<file path="config.mk">
export PLATFORM = sky130hd
export DESIGN_NAME = pft_trig
export DESIGN_NICKNAME = d
export VERILOG_FILES = /design/src/pft_pkg.sv /design/src/pft_trig.sv
export SDC_FILE = /design/constraint.sdc
export NUM_CORES = 2
export LEC_CHECK = 0
export BUFFER_PORTS_ARGS = -buffer_cell sky130_fd_sc_hd__buf_2
export CORE_ASPECT_RATIO = 0.7
export CORE_MARGIN = 1.5
export CORE_UTILIZATION = 29
export DETAILED_ROUTE_END_ITERATION = 6
export PLACE_DENSITY = 0.43
export REMOVE_ABC_BUFFERS = 1
export SYNTH_ARGS = -nofsm -noshare
export SYNTH_HDL_FRONTEND = slang
export SYNTH_SLANG_ARGS = --single-unit
</file>
<file path="constraint.sdc">
create_clock -name aclk -period 34.7 [get_ports aclk]
set_clock_uncertainty 0.15 [all_clocks]
set_input_delay 5.205 -clock aclk [delete_from_list [all_inputs] [get_ports aclk]]
set_output_delay 5.205 -clock aclk [all_outputs]
set_load 0.01 [all_outputs]
</file>
<file path="src/pft_pkg.sv">
package pft_pkg;

    // Default fraction bits of the sine and cosine values
    localparam int TRIG_BITS_DEF = 16;

    // Register indexes on the configuration port
    localparam logic [1:0] REG_POSE_X       = 2'd0;
    localparam logic [1:0] REG_POSE_Y       = 2'd1;
    localparam logic [1:0] REG_POSE_HEADING = 2'd2;
    localparam logic [1:0] REG_DIR_MODE     = 2'd3;

    // Direction modes
    localparam logic MODE_WORLD_TO_VEH = 1'b0;
    localparam logic MODE_VEH_TO_WORLD = 1'b1;

    // Q30 constants for the series evaluation
    localparam logic [30:0] Q30_ONE = 31'h4000_0000;
    localparam logic [31:0] PI_Q30  = 32'd3373259426;

    // Heading remainder at the octant boundary (pi/4)
    localparam logic [13:0] OCT_HALF = 14'd8192;

    // Series steps: sine uses steps 0..3, cosine steps 4..8
    localparam logic [3:0] STEP_SIN_LAST = 4'd3;
    localparam logic [3:0] STEP_COS_LAST = 4'd8;

    // Saturation limits
    localparam logic [31:0] SAT_MAX = 32'h7FFF_FFFF;
    localparam logic [31:0] SAT_MIN = 32'h8000_0000;

    typedef struct packed {
        logic signed [31:0] x;
        logic signed [31:0] y;
        logic               mode;
    } pose_t;

    // Horner divisor of each series step as a reciprocal and a shift:
    // floor(n / d) = (n * M) >> S for every n below 2^30
    // (divisors 72, 42, 20, 6 for sine, 90, 56, 30, 12, 2 for cosine)
    function automatic logic [30:0] trig_recip(input logic [3:0] step);
        logic [30:0] m;
        case (step)
            4'd0:    m = 31'd1908874354;
            4'd1:    m = 31'd1636178018;
            4'd2:    m = 31'd1717986919;
            4'd3:    m = 31'd1431655766;
            4'd4:    m = 31'd1527099484;
            4'd5:    m = 31'd1227133514;
            4'd6:    m = 31'd1145324613;
            4'd7:    m = 31'd1431655766;
            4'd8:    m = 31'd1073741824;
            default: m = 31'd1073741824;
        endcase
        return m;
    endfunction

    function automatic logic [5:0] trig_shift(input logic [3:0] step);
        logic [5:0] s;
        case (step)
            4'd0:    s = 6'd37;
            4'd1:    s = 6'd36;
            4'd2:    s = 6'd35;
            4'd3:    s = 6'd33;
            4'd4:    s = 6'd37;
            4'd5:    s = 6'd36;
            4'd6:    s = 6'd35;
            4'd7:    s = 6'd34;
            4'd8:    s = 6'd31;
            default: s = 6'd31;
        endcase
        return s;
    endfunction

endpackage

</file>
<file path="src/pft_trig.sv">
module pft_trig #(
    parameter int TRIG_BITS = pft_pkg::TRIG_BITS_DEF
) (
    input  logic                      aclk,
    input  logic                      aresetn,
    input  logic                      start,
    input  logic [15:0]               heading,
    output logic                      busy,
    output logic signed [TRIG_BITS+1:0] sin_val,
    output logic signed [TRIG_BITS+1:0] cos_val
);

    localparam int SC_W = TRIG_BITS + 2;
    localparam int RS   = 30 - TRIG_BITS;
    localparam logic [30:0] RHALF = 31'd1 << (RS - 1);

    localparam logic [3:0] ST_IDLE = 4'd0;
    localparam logic [3:0] ST_PX   = 4'd1;
    localparam logic [3:0] ST_SQ   = 4'd2;
    localparam logic [3:0] ST_X2   = 4'd3;
    localparam logic [3:0] ST_MT   = 4'd4;
    localparam logic [3:0] ST_DV0  = 4'd5;
    localparam logic [3:0] ST_DIV  = 4'd6;
    localparam logic [3:0] ST_MS   = 4'd7;
    localparam logic [3:0] ST_SS   = 4'd8;
    localparam logic [3:0] ST_FIN  = 4'd9;

    logic [3:0]  state_reg, state_next;
    logic [1:0]  quad_reg, quad_next;
    logic        swap_reg, swap_next;
    logic [13:0] a_reg, a_next;
    logic [63:0] prod_reg, prod_next;
    logic [29:0] x_reg, x_next;
    logic [29:0] x2_reg, x2_next;
    logic [30:0] t_reg, t_next;
    logic [29:0] s_reg, s_next;
    logic [3:0]  step_reg, step_next;
    logic signed [SC_W-1:0] sin_reg, sin_next;
    logic signed [SC_W-1:0] cos_reg, cos_next;

    logic [31:0] mul_a, mul_b;
    logic [63:0] mul_p;
    logic [30:0] div_m;
    logic [5:0]  div_sh;
    logic [29:0] div_q;
    logic [13:0] r_in;
    logic        swap_in;
    logic [30:0] sb_raw, cb_raw, sb_sum, cb_sum;
    logic signed [SC_W-1:0] sbs, cbs;

    // Shared multiplier operands by sequencer step
    always_comb begin
        mul_a = '0;
        mul_b = '0;
        case (state_reg)
            ST_PX: begin
                mul_a = {18'd0, a_reg};
                mul_b = pft_pkg::PI_Q30;
            end
            ST_SQ: begin
                mul_a = {2'b00, prod_reg[44:15]};
                mul_b = {2'b00, prod_reg[44:15]};
            end
            ST_MT: begin
                mul_a = {2'b00, x2_reg};
                mul_b = {1'b0, t_reg};
            end
            ST_DV0: begin
                mul_a = {2'b00, prod_reg[59:30]};
                mul_b = {1'b0, div_m};
            end
            ST_MS: begin
                mul_a = {2'b00, x_reg};
                mul_b = {1'b0, t_reg};
            end
            default: begin
                mul_a = '0;
                mul_b = '0;
            end
        endcase
    end

    assign mul_p = 64'(mul_a) * 64'(mul_b);

    // Divide by the step's constant through its reciprocal
    assign div_m  = pft_pkg::trig_recip(step_reg);
    assign div_sh = pft_pkg::trig_shift(step_reg);
    assign div_q  = 30'(prod_reg >> div_sh);

    assign r_in    = heading[13:0];
    assign swap_in = (r_in > pft_pkg::OCT_HALF);

    // Swap past pi/4 and round both octant values to TRIG_BITS; ST_FIN applies the quadrant
    assign sb_raw = swap_reg ? t_reg : {1'b0, s_reg};
    assign cb_raw = swap_reg ? {1'b0, s_reg} : t_reg;
    assign sb_sum = sb_raw + RHALF;
    assign cb_sum = cb_raw + RHALF;
    assign sbs    = $signed({1'b0, sb_sum[30:RS]});
    assign cbs    = $signed({1'b0, cb_sum[30:RS]});

    always_comb begin
        state_next = state_reg;
        quad_next  = quad_reg;
        swap_next  = swap_reg;
        a_next     = a_reg;
        prod_next  = prod_reg;
        x_next     = x_reg;
        x2_next    = x2_reg;
        t_next     = t_reg;
        s_next     = s_reg;
        step_next  = step_reg;
        sin_next   = sin_reg;
        cos_next   = cos_reg;
        if (start) begin
            quad_next  = heading[15:14];
            swap_next  = swap_in;
            a_next     = swap_in ? 14'(15'd16384 - {1'b0, r_in}) : r_in;
            state_next = ST_PX;
        end else begin
            case (state_reg)
                ST_IDLE: state_next = ST_IDLE;
                ST_PX: begin
                    prod_next  = mul_p;
                    state_next = ST_SQ;
                end
                ST_SQ: begin
                    x_next     = prod_reg[44:15];
                    prod_next  = mul_p;
                    state_next = ST_X2;
                end
                ST_X2: begin
                    x2_next    = prod_reg[59:30];
                    t_next     = pft_pkg::Q30_ONE;
                    step_next  = '0;
                    state_next = ST_MT;
                end
                ST_MT: begin
                    prod_next  = mul_p;
                    state_next = ST_DV0;
                end
                ST_DV0: begin
                    prod_next  = mul_p;
                    state_next = ST_DIV;
                end
                ST_DIV: begin
                    t_next    = pft_pkg::Q30_ONE - {1'b0, div_q};
                    step_next = step_reg + 4'd1;
                    if (step_reg == pft_pkg::STEP_SIN_LAST) begin
                        state_next = ST_MS;
                    end else if (step_reg == pft_pkg::STEP_COS_LAST) begin
                        state_next = ST_FIN;
                    end else begin
                        state_next = ST_MT;
                    end
                end
                ST_MS: begin
                    prod_next  = mul_p;
                    state_next = ST_SS;
                end
                ST_SS: begin
                    s_next     = prod_reg[59:30];
                    t_next     = pft_pkg::Q30_ONE;
                    state_next = ST_MT;
                end
                ST_FIN: begin
                    case (quad_reg)
                        2'd0: begin
                            sin_next = sbs;
                            cos_next = cbs;
                        end
                        2'd1: begin
                            sin_next = cbs;
                            cos_next = -sbs;
                        end
                        2'd2: begin
                            sin_next = -sbs;
                            cos_next = -cbs;
                        end
                        default: begin
                            sin_next = -cbs;
                            cos_next = sbs;
                        end
                    endcase
                    state_next = ST_IDLE;
                end
                default: state_next = ST_IDLE;
            endcase
        end
    end

    always_ff @(posedge aclk) begin
        if (!aresetn) begin
            state_reg <= ST_IDLE;
            sin_reg   <= '0;
            cos_reg   <= {2'b01, {TRIG_BITS{1'b0}}};
        end else begin
            state_reg <= state_next;
            sin_reg   <= sin_next;
            cos_reg   <= cos_next;
        end
    end

    always_ff @(posedge aclk) begin
        quad_reg <= quad_next;
        swap_reg <= swap_next;
        a_reg    <= a_next;
        prod_reg <= prod_next;
        x_reg    <= x_next;
        x2_reg   <= x2_next;
        t_reg    <= t_next;
        s_reg    <= s_next;
        step_reg <= step_next;
    end

    assign busy    = (state_reg != ST_IDLE);
    assign sin_val = sin_reg;
    assign cos_val = cos_reg;

endmodule

</file>
==> summary.md <==
| Metric | Value |
|---|---|
| Max_cap viols | 0 |
| Initial antenna violation count | 8 |
| Worst Hold Launch | sin_val[17] |
| Final hold vios | 0 |
| I/O pins | 56 |
| Register area share after synthesis | 0.149 |
| First-pass GRT wire length | 265,000 um |
| Worst-margin pin slew | 1.26 ns |
| Max Fclk | 88.4 MHz |
| Reg2Reg Setup Slack | 23.39 ns |
| DIE WIDTH | 483 um |
| Chip height | 339 um |
| DR vias | 37,700 |
| Post-Synthesis Cells | 5,178 |
| DR DRC count | 0 |
| Commonest non-fill, non-tap cell in the layout | inv_1 |
| Row cnt | 123 |
| CTS root buffer | clkbuf_16 |
| Hold Crit Class | reg -> reg |
| Most frequent cells in the layout | inv_1 (887), fa_1 (838), nand2_1 (730), nor2_1 (674), ha_1 (274) |
| WS Path Type | reg -> reg |
| Layout cells sized above 1 | 0.0771 |
| GRT Overall Usage | 0.223 |
| Design area | 50,900 um^2 |
| Starting Density | 0.292 |
| Largest net degree at the start of global routing | 70 |
| Dominant synthesized flop cell | edfxtp_1 |
| Number of global-route vias before repair | 37,000 |
| CTS sink count | 251 |
| CTS hold repair buffers | 0 |
| P_leak | 23.1 nW |
| Ys async rst share | 0 |
| Setup crit end kind | flip-flop |
| WL/cell | 25.0 um |
| Inserted Clock Buffers | 36 |
| Final setup fails | 0 |
| Post-route ant nets | 0 |
| Crit start category | flip-flop |
| Setup_tns | 0 ns |
| HPWL after DPL | 145,000 um |
| Worst Path Arrival | 11.52 ns |
| Synthesized area per cell | 9.03 um^2 |
| Max reg flops | 64 |
| Iter 0 DRT Violations | 3,999 |
| Final wirelength | 182,000 um |
| Hold EP | sin_val[17] |
| Die area | 164,000 um^2 |
| CTS tree | done |
| #FFs+latches synth | 251 |
| R2R Path Start | state_reg[3] |
| R2R depth | 24 |
| Final #Nets | 6,253 |
| Via/cell ratio | 5.18 |
| Largest fanout on the critical path | 31 |
| Clk buf depth | 3 |
| GPL Wtd Cong | 0.976 |
| GRT overflow | 0 |
| Setup Fix Bufs, Post-CTS | 0 |
| Fillers | 17,000 |
| Yosys Warn Count | 0 |
| Synthesized area | 46,800 um^2 |
| Unrepaired setup endpoints after global routing | no |
| Netlist cell types | 89 |
| Final worst path period need | 11.31 ns |
| Power density cells | 19.2 nW/um^2 |
| FF-to-FF End | prod_reg[57] |
| Slew margin rel. | 0.156 |
| TritonRoute pass-1 iters | 6 |
| Clock transition at the registers of the reported paths | 0.06 ns |
| Outcome | finished clean |
| DP Area | 49,700 um^2 |
| Htree depth | 2 |
| Port bufs | 55 |
| Hold Path Depth | 2 |
| Final worst path period share | 0.326 |
| Cts repair resizes | 0 |
| EDFF count, synth | 193 |
| WP data required | 34.90 ns |
| Peak supply drop | 28.1 uV |
| Max-slew violation count | 0 |
| Syn-to-layout area delta | 8.89% |
| Core footprint | 160,000 um^2 |
| Worst-Skew Late Latency | 0.61 ns |
## worst max path at each step
| stage | startpoint | endpoint | slack (ns) | depth (start not counted) |
|---|---|---|---|---|
| after floorplan | start | prod_reg[0] | 18.54 | 1 |
| after global placement | state_reg[2] | prod_reg[57] | 23.65 | 25 |
| after detailed placement | state_reg[2] | prod_reg[63] | 23.62 | 28 |
| after CTS | state_reg[2] | prod_reg[63] | 23.58 | 28 |
| after global routing | state_reg[2] | prod_reg[57] | 22.90 | 27 |
| final | state_reg[3] | prod_reg[57] | 23.39 | 24 |
## Yosys cell counts (all sizes together), types with 70 or more instances
library cell	count	share of area
inv	890	0.071
fa	838	0.36
nand2	731	0.059
nor2	680	0.055
ha	274	0.073
clkbuf	251	0.020
edfxtp	193	0.12
a21oi	148	0.016
o21ai	99	0.011
nand3	94	0.010
mux4	79	0.038
mux2i	70	0.015
xnor2	70	0.013
## area by class of cell
cell class | instances | area, um^2 | area share
inverters | 893 | 3350 | 0.0658
clock inverters | 22 | 287 | 0.00563
well taps | 2125 | 2660 | 0.0522
clock buffers | 44 | 951 | 0.0187
multi-input cells | 3756 | 35400 | 0.696
repair buffers | 184 | 1240 | 0.0244
diodes | 3 | 7.51 | 0.000147
flip-flops and latches | 251 | 6960 | 0.137
## kinds of logic (layout without fill, tap and decap cells)
kind of cell	after synthesis	in the layout	synth area share
buffers and inverters	1186	1143	0.0968
adder cells (fa/ha/maj)	1112	1112	0.432
AND/OR/NAND/NOR	1805	1805	0.166
other	2	20	0.000161
flip-flops	251	251	0.149
XOR/XNOR	132	132	0.0247
multiplexers	170	170	0.0585
AO/OA/AOI/OAI	520	520	0.0733
## routing by layer
metal	share of wire	vias to the layer above	GRT usage
met5	0.000060	-	0
met4	0.020	2	0.0424
met3	0.099	155	0.0513
met2	0.38	1600	0.291
met1	0.50	19600	0.363
li1	-	16300	-
## through the flow
stage | util | hold slack [ns] | worst slack (ns) | power (W) | cells
after floorplan | - | 0.330 | 18.54 | 0.000490 | 4900
after global placement | 0.310 | 0.287 | 23.65 | 0.000587 | 7209
after detailed placement | 0.310 | 0.288 | 23.62 | 0.000586 | 7209
after CTS | 0.317 | 0.300 | 23.58 | 0.000983 | 7275
after global routing | 0.317 | 0.327 | 22.90 | 0.00102 | 7275
final | 0.317 | 0.299 | 23.39 | 0.000977 | 7278
## critical path, stage by stage, from the launching register on
cell	delay, ns
dfxtp_1	0.77
nand2b_1	0.42
nor2_2	0.07
buf_4	0.26
a22oi_1	0.38
nand4_1	1.04
nand2_1	0.39
fa_1	0.46
fa_1	0.49
fa_1	0.50
fa_1	0.56
inv_1	0.06
fa_1	0.61
fa_1	0.45
fa_1	0.46
ha_1	0.38
ha_1	0.46
and3_1	0.27
nand2_1	0.11
nor4_1	1.05
o21ai_0	0.74
a21oi_1	0.50
nand2_1	0.10
o21ai_0	0.23
xnor2_1	0.09
## power breakdown
part	switching (W)	internal, W	total (W)
logic	0.000161	0.0000791	0.000240
registers	0.0000127	0.000332	0.000344
clock network	0.000163	0.000229	0.000392
total	0.000337	0.000640	0.000977
Power figures use the tool's default switching activity.
